## src/hw/rtl/dlr_pkg.sv

```systemverilog
package dlr_pkg;

   localparam int COORD_BITS_DEF = 12;
   localparam int FRAC_BITS_DEF  = 16;
   localparam int COLOR_BITS     = 24;
   localparam int QUEUE_DEPTH    = 2;

   typedef enum logic {
      ACT_START = 1'b0,
      ACT_STEP  = 1'b1
   } action_type;

   localparam logic STAT_PIXEL     = 1'b0;
   localparam logic STAT_IDLE_STEP = 1'b1;

endpackage

```

## src/hw/rtl/dda_line_rasterizer_unit.sv

```systemverilog
// channel | dir | ports                    | word
// req     | in  | req_tvalid/tready/tdata  | tuser action, tdata endpoints and color
// rsp     | out | rsp_tvalid/tready/tdata  | tdata pixel, tlast final pixel, tuser status
//
// in the back end, step words stream at one pixel per cycle while the output is free
// a start word goes through load, FRAC_BITS + 1 divider iterations
//   (one quotient bit per cycle) and the first pixel
// synchronous reset empties the two-word queue, drops the active line and the output word
// rsp_tready low holds the output register; the queue keeps taking words until full
module dda_line_rasterizer_unit #(
   parameter int COORD_BITS = dlr_pkg::COORD_BITS_DEF,
   parameter int FRAC_BITS  = dlr_pkg::FRAC_BITS_DEF
) (
   input  logic clock,
   input  logic reset,
   input  logic req_tvalid,
   output logic req_tready,
   // start_x, start_y, end_x, end_y, line_color, zero fill
   input  logic [((4 * COORD_BITS + dlr_pkg::COLOR_BITS + 7) / 8) * 8 - 1:0] req_tdata,
   // action
   input  logic req_tuser,
   output logic rsp_tvalid,
   input  logic rsp_tready,
   // pixel_x, pixel_y, pixel_color, zero fill
   output logic [((2 * COORD_BITS + dlr_pkg::COLOR_BITS + 7) / 8) * 8 - 1:0] rsp_tdata,
   // last_pixel
   output logic rsp_tlast,
   // status
   output logic rsp_tuser
);

   localparam int REQ_DW  = ((4 * COORD_BITS + dlr_pkg::COLOR_BITS + 7) / 8) * 8;
   localparam int RSP_DW  = ((2 * COORD_BITS + dlr_pkg::COLOR_BITS + 7) / 8) * 8;
   localparam int ENTRY_W = 3 + 4 * COORD_BITS + dlr_pkg::COLOR_BITS;

   logic               q_push, q_wready, q_valid, q_pop;
   logic [ENTRY_W-1:0] q_wdata, q_rdata;

   dlr_front #(
      .COORD_BITS(COORD_BITS),
      .REQ_DW    (REQ_DW),
      .ENTRY_W   (ENTRY_W)
   ) u_front (
      .req_tvalid(req_tvalid),
      .req_tready(req_tready),
      .req_tdata (req_tdata),
      .req_tuser (req_tuser),
      .q_push    (q_push),
      .q_wready  (q_wready),
      .q_wdata   (q_wdata)
   );

   dlr_queue #(
      .WIDTH(ENTRY_W),
      .DEPTH(dlr_pkg::QUEUE_DEPTH)
   ) u_queue (
      .clock     (clock),
      .reset     (reset),
      .push      (q_push),
      .push_ready(q_wready),
      .wdata     (q_wdata),
      .pop_valid (q_valid),
      .pop       (q_pop),
      .rdata     (q_rdata)
   );

   dlr_back #(
      .COORD_BITS(COORD_BITS),
      .FRAC_BITS (FRAC_BITS),
      .RSP_DW    (RSP_DW),
      .ENTRY_W   (ENTRY_W)
   ) u_back (
      .clock     (clock),
      .reset     (reset),
      .q_valid   (q_valid),
      .q_pop     (q_pop),
      .q_rdata   (q_rdata),
      .rsp_tvalid(rsp_tvalid),
      .rsp_tready(rsp_tready),
      .rsp_tdata (rsp_tdata),
      .rsp_tlast (rsp_tlast),
      .rsp_tuser (rsp_tuser)
   );

endmodule

```

## src/hw/rtl/dlr_front.sv

```systemverilog
module dlr_front #(
   parameter int COORD_BITS = dlr_pkg::COORD_BITS_DEF,
   parameter int REQ_DW     = 72,
   parameter int ENTRY_W    = 3 + 4 * COORD_BITS + dlr_pkg::COLOR_BITS
) (
   input  logic               req_tvalid,
   output logic               req_tready,
   input  logic [REQ_DW-1:0]  req_tdata,
   input  logic               req_tuser,
   output logic               q_push,
   input  logic               q_wready,
   output logic [ENTRY_W-1:0] q_wdata
);

   localparam int C = COORD_BITS;

   logic [C-1:0] x1, y1, x2, y2;
   logic [C-1:0] adx, ady;
   logic [C-1:0] p1, q1, p2, q2;
   logic [C-1:0] a1, b1, a2, b2;
   logic [C-1:0] dmin;
   logic         steep, neg;
   logic [dlr_pkg::COLOR_BITS-1:0] color;

   always_comb begin
      x1    = req_tdata[C-1:0];
      y1    = req_tdata[2*C-1:C];
      x2    = req_tdata[3*C-1:2*C];
      y2    = req_tdata[4*C-1:3*C];
      color = req_tdata[4*C+dlr_pkg::COLOR_BITS-1:4*C];

      adx   = (x2 >= x1) ? x2 - x1 : x1 - x2;
      ady   = (y2 >= y1) ? y2 - y1 : y1 - y2;
      steep = ady > adx;

      // major axis first, minor second
      p1 = steep ? y1 : x1;
      q1 = steep ? x1 : y1;
      p2 = steep ? y2 : x2;
      q2 = steep ? x2 : y2;

      // order so the major coordinate ascends
      if (p1 > p2) begin
         a1 = p2; b1 = q2; a2 = p1; b2 = q1;
      end else begin
         a1 = p1; b1 = q1; a2 = p2; b2 = q2;
      end

      neg  = b2 < b1;
      dmin = neg ? b1 - b2 : b2 - b1;
   end

   assign req_tready = q_wready;
   assign q_push     = req_tvalid;
   // entry from lsb: kind, steep, neg, a1, a2, b1, dmin, color
   assign q_wdata    = {color, dmin, b1, a2, a1, neg, steep, req_tuser};

endmodule

```

## src/hw/rtl/dlr_queue.sv

```systemverilog
module dlr_queue #(
   parameter int WIDTH = 8,
   parameter int DEPTH = dlr_pkg::QUEUE_DEPTH
) (
   input  logic             clock,
   input  logic             reset,
   input  logic             push,
   output logic             push_ready,
   input  logic [WIDTH-1:0] wdata,
   output logic             pop_valid,
   input  logic             pop,
   output logic [WIDTH-1:0] rdata
);

   localparam int PW = (DEPTH > 1) ? $clog2(DEPTH) : 1;
   localparam int NW = $clog2(DEPTH + 1);

   logic [WIDTH-1:0] mem_ff [DEPTH];
   logic [PW-1:0]    wr_ptr_ff, wr_ptr_in;
   logic [PW-1:0]    rd_ptr_ff, rd_ptr_in;
   logic [NW-1:0]    cnt_ff, cnt_in;
   logic             do_push, do_pop;

   assign push_ready = cnt_ff != NW'(DEPTH);
   assign pop_valid  = cnt_ff != '0;
   assign do_push    = push && push_ready;
   assign do_pop     = pop && pop_valid;
   assign rdata      = mem_ff[rd_ptr_ff];

   always_comb begin
      wr_ptr_in = wr_ptr_ff;
      rd_ptr_in = rd_ptr_ff;
      cnt_in    = cnt_ff;
      if (do_push) begin
         wr_ptr_in = (wr_ptr_ff == PW'(DEPTH - 1)) ? '0 : wr_ptr_ff + 1'b1;
      end
      if (do_pop) begin
         rd_ptr_in = (rd_ptr_ff == PW'(DEPTH - 1)) ? '0 : rd_ptr_ff + 1'b1;
      end
      if (do_push && !do_pop) begin
         cnt_in = cnt_ff + 1'b1;
      end else if (do_pop && !do_push) begin
         cnt_in = cnt_ff - 1'b1;
      end
   end

   always_ff @(posedge clock) begin
      if (reset) begin
         wr_ptr_ff <= '0;
         rd_ptr_ff <= '0;
         cnt_ff    <= '0;
      end else begin
         wr_ptr_ff <= wr_ptr_in;
         rd_ptr_ff <= rd_ptr_in;
         cnt_ff    <= cnt_in;
      end
   end

   always_ff @(posedge clock) begin
      if (do_push) begin
         mem_ff[wr_ptr_ff] <= wdata;
      end
   end

   a_cnt_bound: assert property (@(posedge clock) disable iff (reset)
      cnt_ff <= NW'(DEPTH))
      else $error("queue count above depth");

endmodule

```

## src/hw/rtl/dlr_back.sv

```systemverilog
module dlr_back #(
   parameter int COORD_BITS = dlr_pkg::COORD_BITS_DEF,
   parameter int FRAC_BITS  = dlr_pkg::FRAC_BITS_DEF,
   parameter int RSP_DW     = 48,
   parameter int ENTRY_W    = 3 + 4 * COORD_BITS + dlr_pkg::COLOR_BITS
) (
   input  logic               clock,
   input  logic               reset,
   input  logic               q_valid,
   output logic               q_pop,
   input  logic [ENTRY_W-1:0] q_rdata,
   output logic               rsp_tvalid,
   input  logic               rsp_tready,
   output logic [RSP_DW-1:0]  rsp_tdata,
   output logic               rsp_tlast,
   output logic               rsp_tuser
);

   localparam int C   = COORD_BITS;
   localparam int F   = FRAC_BITS;
   localparam int CB  = dlr_pkg::COLOR_BITS;
   localparam int CW  = $clog2(F + 1);
   localparam int PAD = RSP_DW - 2 * C - CB;

   typedef enum logic [1:0] {
      S_READY,
      S_DIV,
      S_EMIT
   } state_type;

   state_type       state_ff;
   logic [C-1:0]    pos_ff, end_ff, divisor_ff;
   logic [C+F-1:0]  acc_ff;
   logic [F+1:0]    slope_ff;
   logic            steep_ff, neg_ff, active_ff;
   logic [CB-1:0]   color_ff;
   logic [C:0]      rem_ff;
   logic [F:0]      quot_ff;
   logic [CW-1:0]   cnt_ff;
   logic            rsp_valid_ff, rsp_last_ff, rsp_status_ff;
   logic [RSP_DW-1:0] rsp_data_ff;

   // unpacked queue entry
   logic            e_kind, e_steep, e_neg;
   logic [C-1:0]    e_a1, e_a2, e_b1, e_dmin;
   logic [CB-1:0]   e_color;

   logic            out_free;
   logic            rsp_load;
   logic [C-1:0]    pos_in;
   logic [C+F-1:0]  acc_in;
   logic            div_ge;
   logic [C:0]      rem_diff, rem_keep, rem_in;
   logic [F:0]      mag;
   logic [F+1:0]    slope_in;

   function automatic logic [RSP_DW-1:0] pack_pixel(
      input logic [C-1:0]  minor,
      input logic [C-1:0]  major,
      input logic          steep,
      input logic [CB-1:0] color
   );
      logic [C-1:0] px, py;
      px = steep ? minor : major;
      py = steep ? major : minor;
      return {{PAD{1'b0}}, color, py, px};
   endfunction

   assign {e_color, e_dmin, e_b1, e_a2, e_a1, e_neg, e_steep, e_kind} = q_rdata;

   assign out_free = !rsp_valid_ff || rsp_tready;
   assign q_pop    = (state_ff == S_READY) && q_valid &&
                     (e_kind == dlr_pkg::ACT_START || out_free);
   // a new output word is loaded on a step pop or on the first pixel of a line
   assign rsp_load = (state_ff == S_READY && q_pop && e_kind == dlr_pkg::ACT_STEP) ||
                     (state_ff == S_EMIT && out_free);

   always_comb begin
      pos_in   = pos_ff + 1'b1;
      acc_in   = acc_ff + {{(C - 2){slope_ff[F+1]}}, slope_ff};
      // restoring divide, one quotient bit per cycle
      rem_diff = rem_ff - {1'b0, divisor_ff};
      div_ge   = rem_ff >= {1'b0, divisor_ff};
      rem_keep = div_ge ? rem_diff : rem_ff;
      rem_in   = {rem_keep[C-1:0], 1'b0};
      // zero-length line gets a zero slope
      mag      = (divisor_ff == '0) ? '0 : quot_ff;
      slope_in = neg_ff ? (F + 2)'(0) - {1'b0, mag} : {1'b0, mag};
   end

   always_ff @(posedge clock) begin
      if (reset) begin
         state_ff     <= S_READY;
         active_ff    <= 1'b0;
         rsp_valid_ff <= 1'b0;
      end else begin
         rsp_valid_ff <= rsp_load || (rsp_valid_ff && !rsp_tready);
         unique case (state_ff)
            S_READY: begin
               if (q_pop) begin
                  if (e_kind == dlr_pkg::ACT_START) begin
                     pos_ff     <= e_a1;
                     end_ff     <= e_a2;
                     acc_ff     <= {e_b1, {F{1'b0}}};
                     color_ff   <= e_color;
                     steep_ff   <= e_steep;
                     neg_ff     <= e_neg;
                     divisor_ff <= e_a2 - e_a1;
                     rem_ff     <= {1'b0, e_dmin};
                     quot_ff    <= '0;
                     cnt_ff     <= CW'(F);
                     state_ff   <= S_DIV;
                  end else if (active_ff) begin
                     pos_ff        <= pos_in;
                     acc_ff        <= acc_in;
                     active_ff     <= pos_in != end_ff;
                     rsp_data_ff   <= pack_pixel(acc_in[C+F-1:F], pos_in, steep_ff,
                                                 color_ff);
                     rsp_last_ff   <= pos_in == end_ff;
                     rsp_status_ff <= dlr_pkg::STAT_PIXEL;
                  end else begin
                     rsp_data_ff   <= '0;
                     rsp_last_ff   <= 1'b0;
                     rsp_status_ff <= dlr_pkg::STAT_IDLE_STEP;
                  end
               end
            end
            S_DIV: begin
               rem_ff  <= rem_in;
               quot_ff <= {quot_ff[F-1:0], div_ge};
               if (cnt_ff == '0) begin
                  state_ff <= S_EMIT;
               end else begin
                  cnt_ff <= cnt_ff - 1'b1;
               end
            end
            S_EMIT: begin
               if (out_free) begin
                  slope_ff      <= slope_in;
                  active_ff     <= pos_ff != end_ff;
                  rsp_data_ff   <= pack_pixel(acc_ff[C+F-1:F], pos_ff, steep_ff, color_ff);
                  rsp_last_ff   <= pos_ff == end_ff;
                  rsp_status_ff <= dlr_pkg::STAT_PIXEL;
                  state_ff      <= S_READY;
               end
            end
            default: state_ff <= S_READY;
         endcase
      end
   end

   assign rsp_tvalid = rsp_valid_ff;
   assign rsp_tdata  = rsp_data_ff;
   assign rsp_tlast  = rsp_last_ff;
   assign rsp_tuser  = rsp_status_ff;

   a_idle_step_zero: assert property (@(posedge clock) disable iff (reset)
      rsp_valid_ff && rsp_status_ff == dlr_pkg::STAT_IDLE_STEP
         |-> rsp_data_ff == '0 && !rsp_last_ff)
      else $error("idle step word carries pixel data");

   a_no_pop_in_div: assert property (@(posedge clock) disable iff (reset)
      state_ff == S_DIV |-> !q_pop)
      else $error("queue popped during divide");

   a_div_done: assert property (@(posedge clock) disable iff (reset)
      state_ff == S_DIV && cnt_ff == '0 |=> state_ff == S_EMIT)
      else $error("divide did not finish on count");

   a_slope_bound: assert property (@(posedge clock) disable iff (reset)
      state_ff == S_EMIT |-> divisor_ff == '0 || quot_ff <= {1'b1, {F{1'b0}}})
      else $error("slope magnitude above one");

endmodule

```

## config.mk

```make
export PLATFORM = sky130hd
export DESIGN_NAME = dda_line_rasterizer_unit
export DESIGN_NICKNAME = d
export VERILOG_FILES = /design/src/hw/rtl/dlr_pkg.sv /design/src/hw/rtl/dda_line_rasterizer_unit.sv /design/src/hw/rtl/dlr_front.sv /design/src/hw/rtl/dlr_queue.sv /design/src/hw/rtl/dlr_back.sv
export SDC_FILE = /design/constraint.sdc
export NUM_CORES = 1
export LEC_CHECK = 0
export ABC_AREA = 1
export BUFFER_PORTS_ARGS = -buffer_cell sky130_fd_sc_hd__buf_2
export CAP_MARGIN = 0
export CORE_MARGIN = 8
export CORE_UTILIZATION = 30
export CTS_CLUSTER_SIZE = 8
export DETAILED_ROUTE_END_ITERATION = 10
export PLACE_DENSITY_LB_ADDON = 0.1
export SYNTH_ARGS = -nofsm -noshare
export SYNTH_HDL_FRONTEND = slang
export SYNTH_SLANG_ARGS = --single-unit
```

## constraint.sdc

```tcl
create_clock -name clock -period 12.4 [get_ports clock]
set_clock_uncertainty 0.05 [all_clocks]
set_input_delay 0.62 -clock clock [delete_from_list [all_inputs] [get_ports clock]]
set_output_delay 0.62 -clock clock [all_outputs]
set_load 0.05 [all_outputs]
```

==> run metrics, run 1 <==
status finished, final reports clean; main flop type after synthesis edfxtp_1; final hold vios 0; die area 81860 sq um; Mapped Nets 2716; hold_buf cts 0; global-route usage over all layers 15.20%; top cell type's share of synthesized area 47.05%; Die X 286.1 um; Synth warnings 0; beginning of the worst hold path req_tdata[54]; P&R area growth vs syn 14.06%; Syn Inst Count 2483; min Tclk post-route 8.622 ns; most frequent CP cell nand2_1; CP Capture Type flip-flop; First-pass DRT Iterations 5; CTS max path bufs 3; endpoint arrival time on the critical path 8.88 ns; CTS tree yes; cells taking the most area after synthesis edfxtp_1 47%, nand2_1 11%, ha_1 8.4%; Worst Path Required 12.66 ns; RSZ-0062 raised after global routing false; CTS clk-pin slew, worst paths 0.05 ns; largest net degree at the start of global routing 98; Avg Cell Area, Syn 8.816 sq um; Sink Count 352; number of global-route vias before repair 16961; number of flops mapped to enable cells by yosys 343; I/O Buffers 128; max-slew headroom at the worst pin 35.51%; Slew @ Worst Pin 0.9673 ns; placed cell area 23580 sq um; Num CTS Buffers 50; Worst Hold Class input port to flip-flop; Critical-path top delay cell nand2_4; gpl congestion 0.9187; P_leak 0.01070 uW; cell type with the highest aggregate area in the netlist edfxtp_1; final setup fails 0; I/O Pins 129; Die Ht 286.1 um; DR iter-0 viols 882; first-pass GRT wire length 98440 um; Final Max Tran Viols 0; Syn Std Cell Area 21890 sq um; layout net count 2838; Routed Antenna Nets 0; Max Cap Viol 0; DPL Wire Length 48980 um; most instantiated library cell after synthesis nand2_1; synth unique cells 58; DR vias/cell 4.751; post-CTS sizing 0; clock root buffer clkbuf_16; initial cell density of the core 30.16%; sequential-to-total area share from yosys stat 47.88%; core area 72590 sq um; Seq cells post-synth 352; initial antenna violation count 1; total wire length 63690 um; asr flop ratio synth 0%; row cnt 99; postcts setup bufs 0; TNS Setup 0 ns; layout cells sized above 1 11.15%; crit path kind input port to flip-flop; Crit Path Max Fanout 97; vias 16998; H-tree levels 2; total grt overflow 0; routed len/inst 17.80 um; final worst-path cycle share 69.53%; Max Clk Rate 0.1160 GHz; clock latency on the worst-skew pair 0.58 ns; worst vdd ir 0.0002066 V; Pwr Density 315.0 nW/um^2; crit-path max cell delay 0.67 ns; Startpoint Class input port; Finished Cell Area 24970 sq um; Fillers 7600; Post-synth top cells 614 x nand2_1, 343 x edfxtp_1, 290 x inv_1; # DRC 0; Critical Path Source req_tdata[8]
[state kept, by name (all words and copies together), names as in the netlist, named ones only]
name,cells
u_queue.mem_ff,150
u_back.rsp_tdata,48
u_back.acc_ff,28
u_back.color_ff,24
u_back.slope_ff,18
u_back.quot_ff,17
u_back.rem_ff,13
u_back.divisor_ff,12
u_back.end_ff,12
u_back.pos_ff,12
u_back.cnt_ff,5
u_back.state_ff,2
u_queue.cnt_ff,2
u_back.active_ff,1
u_back.neg_ff,1
u_back.rsp_tlast,1
u_back.rsp_tuser,1
u_back.rsp_tvalid,1
u_back.steep_ff,1
u_queue.rd_ptr_ff,1
u_queue.wr_ptr_ff,1
[report_power, final]
group	total [uW]	internal, uW	switching (uW)
registers	2160	2050	108
clock network	1240	743	496
logic	4470	1360	3110
total	7870	4150	3710
[final cells by class]
type	instances	area (sq um)	area share (%)
multi-input combinational	1752	9980	39.97
inverter	301	1132	4.535
timing repair buffer	148	790.8	3.167
sequential	352	10480	41.98
clock inverter	5	92.59	0.3708
tap	959	1200	4.806
clock buffer	60	1289	5.162
antenna	1	2.502	0.01002
[per-layer routing]
metal,vias up,share of wire [%],global-route usage (%)
met2,300,48,26.07
met4,2,2.4,4.146
li1,8595,-,-
met5,-,0.016,0
met1,8022,46,20.06
met3,79,3.3,1.953
[logic make-up after synthesis]
logic type | Yosys count | share of synthesized area [%]
AOI/OAI and AO/OA | 513 | 13.13
xor gates and xnor gates | 97 | 3.915
adders and majority gates | 156 | 9.225
buffers and inverters | 379 | 6.813
DFF | 352 | 47.88
muxes | 16 | 0.7316
and+or+nand+nor | 970 | 18.31
[worst paths after layout]
kind	end	slack, ns	depth (start not counted)
hold / removal	u_queue.mem_ff[0][57]	0.18	1
setup / recovery	u_queue.mem_ff[0][49]	3.78	44
hold reg to reg	flip-flop	0.41	2
setup reg to reg	u_back.divisor_ff[9]	7.93	14
[worst max-delay path: cells and delay by family]
kind	cells	cell delay, ns
simple gates	28	4.14
compound gates	4	0.80
buf+inv	6	1.42
fa+ha+maj	4	1.48
xor+xnor	2	0.35
[through the flow]
stage	hold WS [ns]	worst slack, ns	power, uW	std cells	util, %
finish	0.1816	3.778	7866	3578	34.40
global route	0.1455	2.910	8537	3577	34.39
CTS	0.1270	3.800	7993	3577	34.39
detailed placement	0.4115	3.185	6707	3512	32.49
global placement	0.4022	3.219	6665	3512	32.49
floorplan	0.3975	5.589	5400	2483	-
[cell usage in the layout, fill, tap and decap left out, types with 10 or more instances in the layout]
cell type and instances:
ha_1 147, inv_2 10, nor2_1 195, a21o_1 12
xor2_1 54, or2_2 10, clkbuf_16 50, nand4_1 19
o21ai_0 201, a21oi_1 156, o211ai_1 10, o21ai_2 24
mux2i_1 16, edfxtp_1 343, o21ai_1 37, xnor2_1 42
o22ai_1 12, buf_2 128, inv_1 289, buf_4 20
nand3_1 76, a31oi_1 18, nor3_1 11, clkbuf_1 10
nand2_1 614
Power figures use the tool's default switching activity.
==> inputs of run 2 (changes only) <==
--- a/config.mk
+++ b/config.mk
@@ -5,7 +5,7 @@
 export SDC_FILE = /design/constraint.sdc
 export NUM_CORES = 1
 export LEC_CHECK = 0
-export ABC_AREA = 1
+export ABC_AREA = 0
 export BUFFER_PORTS_ARGS = -buffer_cell sky130_fd_sc_hd__buf_2
 export CAP_MARGIN = 0
 export CORE_MARGIN = 8
==> constraint.sdc (replaced) <==
create_clock -name clock -period 7.95 [get_ports clock]
set_clock_uncertainty 0.05 [all_clocks]
set_input_delay 0.3975 -clock clock [delete_from_list [all_inputs] [get_ports clock]]
set_output_delay 0.3975 -clock clock [all_outputs]
set_load 0.05 [all_outputs]
==> run 2 against run 1 <==
Non-clock buffer count increased by 343. Register-to-register slack got worse by 3.9 ns. Largest power group unchanged. The flow now finishes with violations (setup timing). Total power is 70% higher.
==> run metrics, run 2 <==
fin cells 3448; status finished with violations; DPL Wire Length 47650 um; Routed Antenna Nets 0; H-tree levels 2; gpl congestion 0.8900; Avg Cell Area, Syn 10.85 sq um; clock root buffer clkbuf_16; CTS clk-pin slew, worst paths 0.05 ns; total grt overflow 0; Seq cells post-synth 352; number of flops mapped to enable cells by yosys 343; Worst Path Required 8.20 ns; layout net count 2707; final hold vios 0; Num CTS Buffers 50; I/O Buffers 128; Crit Path Max Fanout 7; row cnt 99; RSZ-0062 raised after global routing true; commonest non-fill, non-tap cells in the layout 343 x edfxtp_1, 314 x buf_4, 144 x nor2_1, 137 x nand2_1, 135 x ha_1; CP Capture Type flip-flop; Syn Inst Count 2017; Die Ht 286.1 um; total wire length 63100 um; area of the multi-input gates 11290 sq um; crit path kind input port to flip-flop; layout cells sized above 1 29.82%; global-route usage over all layers 14.98%; clock latency on the worst-skew pair 0.59 ns; failing checks setup timing; Worst Hold Class input port to flip-flop; Post-synth top cells 343 x edfxtp_1, 153 x nor2_1, 147 x ha_1; Hold WS 0.1551 ns; TNS Setup -2.397 ns; die area 81860 sq um; First-pass DRT Iterations 5; Sink Count 352; max-slew headroom at the worst pin 29.78%; Synth warnings 0; I/O Pins 129; Final Max Tran Viols 0; endpoint arrival time on the critical path 8.42 ns; commonest non-fill, non-tap cell in the layout edfxtp_1; Slew @ Worst Pin 1.044 ns; CTS max path bufs 3; cells taking the most area after synthesis edfxtp_1 47%, ha_1 8.4%, mux2i_1 6.0%; largest net degree at the start of global routing 53; top cell type's share of synthesized area 47.05%; Pwr Density 468.2 nW/um^2; max reg flops 150; vias 16553; main flop type after synthesis edfxtp_1; Max Cap Viol 0; first-pass GRT wire length 97670 um; initial antenna violation count 0; Final Worst Setup Slack -0.2161 ns; Startpoint Class input port; Die X 286.1 um; min Tclk post-route 8.166 ns; Register Area 10480 sq um; core area 72590 sq um; most instantiated library cell after synthesis edfxtp_1; # placed instances 3319; most flop-heavy register u_queue.mem_ff; Critical-path top delay cell o41a_1; Syn Std Cell Area 21890 sq um; P_leak 0.01155 uW; initial cell density of the core 30.16%; final setup fails 20; routed len/inst 18.30 um; crit-path max cell delay 0.44 ns; sequential-to-total area share from yosys stat 47.88%; # DRC 0; number of global-route vias before repair 17273; worst vdd ir 0.0003257 V; Mapped Nets 2250; P&R area growth vs syn 30.35%; asr flop ratio synth 0%; final worst-path cycle share 102.7%; Max Clk Rate 0.1225 GHz; DR iter-0 viols 796; Fillers 7181; synth unique cells 91; cell type with the highest aggregate area in the netlist edfxtp_1; CTS tree yes; DR vias/cell 4.801
[run 2: path summary, 6_finish.rpt]
check	startpoint	to	slack (ns)	cells past startpoint
setup / recovery	req_tdata[36]	u_queue.mem_ff[0][47]	-0.22	46
hold / removal	reset	u_queue.cnt_ff[0]	0.16	2
setup reg to reg	flip-flop	u_back.color_ff[22]	4.01	6
hold reg to reg	u_queue.cnt_ff[1]	u_queue.cnt_ff[1]	0.45	2
[run 2: metal layers]
layer | up-vias | track usage [%] | part of all wire [%]
met4 | 0 | 4.930 | 2.7
met3 | 94 | 1.764 | 2.7
met5 | - | 0 | 0
met2 | 244 | 25.95 | 48
li1 | 8281 | - | -
met1 | 7934 | 19.34 | 46
[run 2: through the flow]
stage / instance area [sq um] / setup WS, ns / utilization (%) / power [uW]
6_report: 28530 / -0.2161 / 39.31 / 13360
3_5_place_dp: 25840 / -1.512 / 35.60 / 10360
4_1_cts: 28110 / -0.2821 / 38.73 / 13210
5_1_grt: 28530 / -0.6854 / 39.31 / 14310
2_1_floorplan: 22100 / -0.1957 / - / 7596
3_3_place_gp: 25840 / -1.436 / 35.60 / 10280
[run 2: power by group]
group          switching (uW)  internal (uW)  total (uW)
clock network             756           1140        1900
registers                 200           3000        3200
logic                    4330           3920        8260
total                    5290           8070       13400
[run 2: layout make-up]
| class | instances | area share (%) |
|---|---|---|
| diodes | 1 | 0.008770 |
| clock buffers | 63 | 4.631 |
| clock inverters | 3 | 0.1272 |
| inverters | 140 | 1.903 |
| multi-input cells | 1439 | 39.55 |
| flip-flops and latches | 352 | 36.74 |
| well taps | 959 | 4.205 |
| repair buffers | 491 | 12.83 |
[run 2: cells by family after synthesis]
family,after synthesis,share of synthesized area [%]
multiplexers,197,9.403
adder cells (fa/ha/maj),156,9.225
XOR/XNOR,106,4.241
flip-flops,352,47.88
buffers and inverters,228,4.201
AND/OR/NAND/NOR,525,11.53
AO/OA/AOI/OAI,453,13.52
[run 2: repair_timing]
action | 4_1_cts | 5_1_grt
pin swaps | 41 | 45
gates resized for setup | 92 | 59
gates cloned | 7 | 0
hold endpoints to repair | 50 | 0
buffers inserted | 17 | 14
hold buffers | 25 | 0
endpoints found under the setup margin | 24 | 24
[run 2: critical path, delay by kind of cell]
family	cells	cell delay (ns)
AO/OA/AOI/OAI	18	3.23
XOR/XNOR	2	0.40
adder cells (fa/ha/maj)	5	1.49
buffers and inverters	11	1.25
multiplexers	3	0.70
AND/OR/NAND/NOR	7	0.93
==> inputs of run 3 (changes only) <==
--- a/config.mk
+++ b/config.mk
@@ -10,6 +10,7 @@
 export CAP_MARGIN = 0
 export CORE_MARGIN = 8
 export CORE_UTILIZATION = 30
+export CTS_BUF_LIST = sky130_fd_sc_hd__clkbuf_2 sky130_fd_sc_hd__clkbuf_4 sky130_fd_sc_hd__clkbuf_8
 export CTS_CLUSTER_SIZE = 8
 export DETAILED_ROUTE_END_ITERATION = 10
 export PLACE_DENSITY_LB_ADDON = 0.1
==> run 3 against run 2 <==
The run still ends with setup timing left. First-iteration DRC count is 5.8% higher. Worst hold slack worse by 0.063 ns. Clock power fell by 20%. Cell count is 0.81% higher. Non-clock buffer count decreased by 7. Critical path depth unchanged. Sequential power barely moved. Die area unchanged. Global-route usage hardly changed. Combinational power decreased by 1%. Highest routed layer unchanged.
==> run metrics, run 3 (synthesized netlist as in run 2, its figures left out) <==
CTS tree yes; Die Ht 286.1 um; DR vias/cell 4.781; initial antenna violation count 1; min Tclk post-route 8.100 ns; most flop-heavy register u_queue.mem_ff; M1 GR Usage 19.41%; max-slew headroom at the worst pin 29.06%; DPL Wire Length 47650 um; max reg flops 150; Crit Reg-Reg Endpoint u_back.color_ff[8]; CTS clk-pin slew, worst paths 0.06 ns; global-route usage over all layers 14.96%; CP Capture Type flip-flop; GR met2 Demand/Resource 25.75%; Worst Path Required 8.26 ns; worst vdd ir 0.0003311 V; H-tree levels 2; Critical Path Source req_tdata[36]; final hold vios 0; initial cell density of the core 30.16%; # DRC 0; Worst Hold Class input port to flip-flop; I/O Pins 129; routed len/inst 18.13 um; reg2reg path depth 6; crit path kind input port to flip-flop; Worst R2R Setup Slack 3.99 ns; Routed Antenna Nets 0; gpl congestion 0.8900; die area 81860 sq um; total grt overflow 0; Critical-path top delay cell o41a_1; CTS max path bufs 3; clock root buffer clkbuf_8; final setup fails 14; Crit Path Max Fanout 7; Slew @ Worst Pin 1.054 ns; crit path capture u_queue.mem_ff[0][47]; First-pass DRT Iterations 5; DR iter-0 viols 842; layout cells sized above 1 30.42%; Startpoint Class input port; grt peak-use layer met2; clock latency on the worst-skew pair 0.64 ns; P&R area growth vs syn 28.68%; Final Max Tran Viols 0; row cnt 99; Max Clk Rate 0.1235 GHz; I/O Buffers 128; failing checks setup timing; vias 16618; commonest non-fill, non-tap cells in the layout 343 x edfxtp_1, 311 x buf_4, 146 x nor2_1, 138 x nand2_1, 135 x ha_1; placed cell area 25840 sq um; total chip power 12890 uW; first-pass GRT wire length 97610 um; total wire length 63020 um; RSZ-0062 raised after global routing true; commonest non-fill, non-tap cell in the layout edfxtp_1; Finished Cell Area 28170 sq um; layout net count 2708; P_leak 0.01143 uW; number of global-route vias before repair 17267; Pwr Density 457.5 nW/um^2; largest net degree at the start of global routing 53; TNS Setup -1.013 ns; endpoint arrival time on the critical path 8.41 ns; status finished with violations; Num CTS Buffers 58; Final Worst Setup Slack -0.1502 ns; Max Cap Viol 0; core area 72590 sq um; Sink Count 352; Die X 286.1 um; final worst-path cycle share 101.9%; crit-path max cell delay 0.44 ns; routing usage on met3 1.898%
## run 3: repair_timing
action	in CTS	in global routing
resized for setup	89	51
hold buffers	25	0
setup buffers	16	7
endpoints found under the setup margin	24	24
hold endpoints to repair	50	0
pin swaps	44	36
cloned	7	0
## run 3: where the power goes
| group | switching (uW) | internal [uW] |
|---|---|---|
| Combinational | 4310 | 3860 |
| Sequential | 200 | 3000 |
| Clock | 712 | 806 |
| Total | 5230 | 7660 |
## run 3: through the flow
step	std cells	utilization, %	setup WS (ns)	hold WS (ns)
CTS	3467	38.33	-0.1970	0.01685
global placement	3319	35.60	-1.436	0.4284
detailed placement	3319	35.60	-1.512	0.4409
finish	3476	38.80	-0.1502	0.09251
floorplan	2017	-	-0.1957	0.4168
global route	3475	38.80	-0.6089	0.05071
## run 3: area by class of cell
type	count	area (sq um)
Clock inverter	18	86.33
Fill cell	7247	44420
Sequential cell	352	10480
Inverter	140	543.0
Timing Repair Buffer	484	3585
Antenna cell	2	5.005
Multi-Input combinational cell	1439	11260
Tap cell	959	1200
Clock buffer	82	1003
## run 3: layer usage
layer / wire length, um / vias up
met1: 29160 / 7928
met3: 1895 / 99
met4: 1707 / 0
met5: 0 / -
met2: 30250 / 284
li1: - / 8307
## run 3: worst min path at each step
stage / from / endpoint / cells after the start
final: reset / u_back.state_ff[1] / 2
after global routing: reset / u_back.rsp_tvalid / 2
after CTS: reset / u_back.rsp_tvalid / 2
after detailed placement: u_queue.cnt_ff[1] / u_queue.cnt_ff[1] / 2
after global placement: u_queue.cnt_ff[1] / u_queue.cnt_ff[1] / 2
after floorplan: u_queue.cnt_ff[1] / u_queue.cnt_ff[1] / 2
## run 3: critical path, delay by kind of cell
| kind | cells | cell delay (ns) |
|---|---|---|
| compound gates | 18 | 3.29 |
| fa+ha+maj | 5 | 1.43 |
| buf+inv | 11 | 1.20 |
| simple gates | 8 | 1.04 |
| mux | 3 | 0.85 |
| xor+xnor | 1 | 0.17 |
